==> src/ba_ram.sv <==
// Generic single-write, single-read RAM with a registered read port.
`default_nettype none
module ba_ram #(
    parameter int WIDTH = 8,
    parameter int DEPTH = 256
) (
    input  wire logic                     aclk,
    input  wire logic                     we,
    input  wire logic [$clog2(DEPTH)-1:0] waddr,
    input  wire logic [WIDTH-1:0]         wdata,
    input  wire logic [$clog2(DEPTH)-1:0] raddr,
    output logic      [WIDTH-1:0]         rdata
);

    logic [WIDTH-1:0] mem [DEPTH];

    always_ff @(posedge aclk) begin
        if (we) begin
            mem[waddr] <= wdata;
        end
        rdata <= mem[raddr];
    end

endmodule
`default_nettype wire

==> config.mk <==
export PLATFORM = sky130hd
export DESIGN_NAME = ba_ram
export DESIGN_NICKNAME = d
export VERILOG_FILES = /design/src/ba_ram.sv
export SDC_FILE = /design/constraint.sdc
export NUM_CORES = 2
export LEC_CHECK = 0
export BUFFER_PORTS_ARGS = -buffer_cell sky130_fd_sc_hd__clkbuf_2
export CORE_UTILIZATION = 30
export DETAILED_ROUTE_END_ITERATION = 16
export GPL_TIMING_DRIVEN = 0
export PLACE_DENSITY = 0.52
export SETUP_SLACK_MARGIN = 0.5
export SLEW_MARGIN = 20
export SYNTH_ARGS = -nofsm -noshare
export SYNTH_HDL_FRONTEND = slang
export SYNTH_SLANG_ARGS = --single-unit
==> constraint.sdc <==
create_clock -name aclk -period 2.16 [get_ports aclk]
set_clock_uncertainty 0.15 [all_clocks]
set_input_delay 0 -clock aclk [delete_from_list [all_inputs] [get_ports aclk]]
set_output_delay 0 -clock aclk [all_outputs]
set_load 0.005 [all_outputs]
Word level (Yosys, flattened, before mapping)
Memory sizes are Yosys's and may differ from the RTL's. A register that Yosys moved wholly into a read port is not among the register bits.
Index checks and enable logic that the tools add are counted.
Widths: inputs -> output; s select.
- register bits: 0
- bits in writable memories: 2048
- input port bits: 26
- memories kept: 1
- mux-type cells: 2
- memories (name ; words ; bits a word ; rd ports ; clocked after memory_dff ; wr ports ; RTL line ; text):
    mem ; 256 ; 8 ; 1 ; 1 ; 1 ; 15 ; logic [WIDTH-1:0] mem [DEPTH];
- operators by type and width (operator ; number):
    $mux 1 ; 2

Logic depth before layout (Yosys ltp)
- depth after elaboration: 2
- mapped depth: 11
- mapped depth without buffers: 6

Least setup slack after synthesis
No wires, ideal clock.
- path kind: in2reg
- start point: input raddr[0]
- end point: register rdata[2] (read register of mem)
- setup time: 0.131 ns
- arrival time: 1.807 ns
- slack: 0.072 ns
- cell stages on the path: 9
- path through: buf_6 -> buf_12 -> buf_8 -> buf_2 -> mux4_2 -> a22oi_1 -> a21oi_1 -> nor4_1 -> nor4_2
- RTL lines (what ; RTL line ; text):
    start: declaration ; 11 ; input wire logic [$clog2(DEPTH)-1:0] raddr,
    end: declaration ; 12 ; output logic [WIDTH-1:0] rdata

==> flow_summary.yaml <==
timing:
  relSlewSlack: 0.129
  period_needed_ps: 2730
  setup_slack_ps: -568
  finalSetupViolCount: 344
  rsz0062_at_grt: "yes"
  hold_viol: 272
  slew_violations: 0
  worst_slew_pin_slew_ps: 1310
  max_freq_ghz: 0.367
  holdWs_ps: -219
  post-route-period-util: 1.26
placement:
  post-place-ws_ps: -2620
  port_buffers: 26
  hpwl_um: 178000
  gp_congestion: 0.910
  place_inst: 7302
setup_path:
  timing.rr.start: "mem[80][6]$_DFFE_PP_"
  cp_max_fo: 10
  required_ps: 2740
  crit_type: "input port to flip-flop"
  end_kind: "flip-flop"
  arrival_ps: 3310
  r2r_end: "rdata[6]$_DFF_P_"
  rrSetupSlack_ps: -520
  rr_worst_depth: 6
  crit_path_top_delay_cell: "buf_1"
  max_stage_delay_ps: 730
  startpoint_type: "input port"
  cp_cell_sequence: "clkbuf_2 > clkbuf_2 > or2_2 > buf_1 > clkbuf_4 > a21oi_1 > nor4_2 > nor4_2 > buf_4"
route:
  wl_per_cell_um: 34.0
  via_per_inst: 5.40
  finalWirelength_um: 264000
  first_pass_iters: 6
  ant_nets: 0
  vias: 41800
  drc: 0
  drtIter0Drc: 5315
outcome:
  violations: "negative hold slack, negative setup slack"
  run_status: "complete, but fails checks"
synth:
  netlist_area_mm2: 0.0796
  yosysTopAreaCell: "edfxtp_1"
  ys_types: 55
  synth_most_common_cell: "edfxtp_1"
  synthTopCellsByArea: "edfxtp_1 77%, mux4_2 13%, mux2i_1 1.7%"
  synth-async-reset-ratio: 0
  synthCells: 3733
  synth.avg_cell_area_um2: 21.3
  yosysSeqAreaShare: 0.775
  ys_seq_elements: 2056
  syn_nets: 3759
  netlist.area_leader.share: 0.773
  dominantRegCellSynth: "edfxtp_1"
  yosysWarnings: 0
  yosys-top-cells-count: "2048 x edfxtp_1, 454 x mux4_2, 282 x nor2_1"
  synth_edf_count: 2048
power_and_ir_drop:
  peakVddDrop_v: 0.000861
  power_density_mw_per_mm2: 893
  leakage_uw: 0.0287
grt:
  grt_pass1_vias: 40900
  grt_antenna_before_repair: 22
  grt_max_degree: 120
  gr-total-overflow: 0
  grt_pass1_wl_um: 354000
  grt_use_total: 0.195
finish:
  stdcell_count: 7748
  fin_nets: 4084
  drive_gt1_frac: 0.340
  final_core_util: 0.363
  synthToLayoutAreaGrowth_pct: 20.0
floorplan:
  initial_utilization: 0.303
  core_area_mm2: 0.263
  fp.dieW_um: 517
  rows: 188
  fp.dieArea_mm2: 0.267
  die_height_um: 517
  io_pins: 34
worst_hold_path:
  hold_depth: 3
  min_from: "waddr[5]"
  min_to: "mem[115][0]$_DFFE_PP_"
  hp-class: "input port to flip-flop"
flow_run:
  max_cap_viol_count: 0
cts:
  clock_tree.root_cell: "clkbuf_16"
  path_clk_slew_ps: 70
  htree_levels: 4
  clk_path_buf_depth: 3
  cts_tree: "done"
  cts_sinks: 2056
  clk_latency_ps: 860
  numCtsBuffers: 209
-- report_power, final --
part,switching [µW],internal (µW)
logic,3770,1740
registers,24.7,44000
clock network,15700,20000
total,19500,65800
-- how the worst max path moves through the flow --
stage / start / endpoint / cells after the start
2_1_floorplan: raddr[0] / rdata[0]$_DFF_P_ / 9
3_3_place_gp: raddr[4] / rdata[4]$_DFF_P_ / 9
3_5_place_dp: raddr[2] / rdata[6]$_DFF_P_ / 9
4_1_cts: mem[82][5]$_DFFE_PP_ / rdata[5]$_DFF_P_ / 7
5_1_grt: mem[208][5]$_DFFE_PP_ / rdata[5]$_DFF_P_ / 8
6_report: raddr[3] / rdata[4]$_DFF_P_ / 9
-- cells in the final DEF, fill, tap and decap left out, drive strengths merged, types with 5 or more instances in the layout --
cell	count
nor2	282
a2111oi	5
o21ai	12
dlygate4sd3	14
buf	209
mux2i	134
nand2b	8
o211ai	10
o22ai	28
and2	6
o22a	5
nor2b	31
a22oi	133
dfxtp	8
nand3	34
edfxtp	2048
diode	10
inv	10
nand4	10
mux4	456
a211oi	16
o32ai	5
clkbuf	376
clkinv	89
a22o	8
bufinv	17
a21oi	96
nor4	27
nand2	33
nor3	22
o221ai	47
a221oi	14
-- sequential cells by signal (all words and copies together), names as in the netlist --
register  cells
mem        2048
rdata         8
-- cell type report --
| type | instances | area [µm²] |
|---|---|---|
| fillers | 24200 | 167000 |
| flip-flops and latches | 2056 | 61700 |
| multi-input cells | 1442 | 19200 |
| clock buffers | 258 | 5480 |
| well taps | 3515 | 4400 |
| plain buffers | 233 | 2070 |
| repair buffers | 114 | 1530 |
| clock inverters | 118 | 1140 |
| diodes | 10 | 25.0 |
| inverters | 2 | 7.51 |
-- cell families after synthesis --
family          share of synthesized area
buf+inv                            0.0183
flops                               0.775
compound gates                     0.0342
mux                                 0.146
simple gates                       0.0263
-- metal layers --
metal  global-route usage  wire [µm]
met4               0.0720      10100
met2                0.305     123000
met1                0.273     111000
met5                    0         27
met3               0.0330      20200
-- stage by stage --
| step | instance area, µm² | TNS [ps] | power (µW) |
|---|---|---|---|
| 2_1_floorplan | 81100 | 0 | 47100 |
| 3_3_place_gp | 85600 | -7216150 | 50000 |
| 3_5_place_dp | 86400 | -1044280 | 49900 |
| 4_1_cts | 94400 | -9600 | 85400 |
| 5_1_grt | 95500 | -43620 | 87100 |
| 6_report | 95500 | -45520 | 85200 |
-- what timing repair did --
item                       in CTS  in global routing
hold endpoints to repair     2417                594
hold buffers                   15                  4
setup endpoints to repair    1227               2056
pin swaps                      34                 50
setup buffers                   9                 32
gates resized for setup       284                162
-- critical path, delay by kind of cell --
kind / cells / cell delay [ps]
buffers and inverters: 5 / 2170
AND/OR/NAND/NOR: 3 / 800
AO/OA/AOI/OAI: 1 / 290
(Power assumes the default switching activity.)
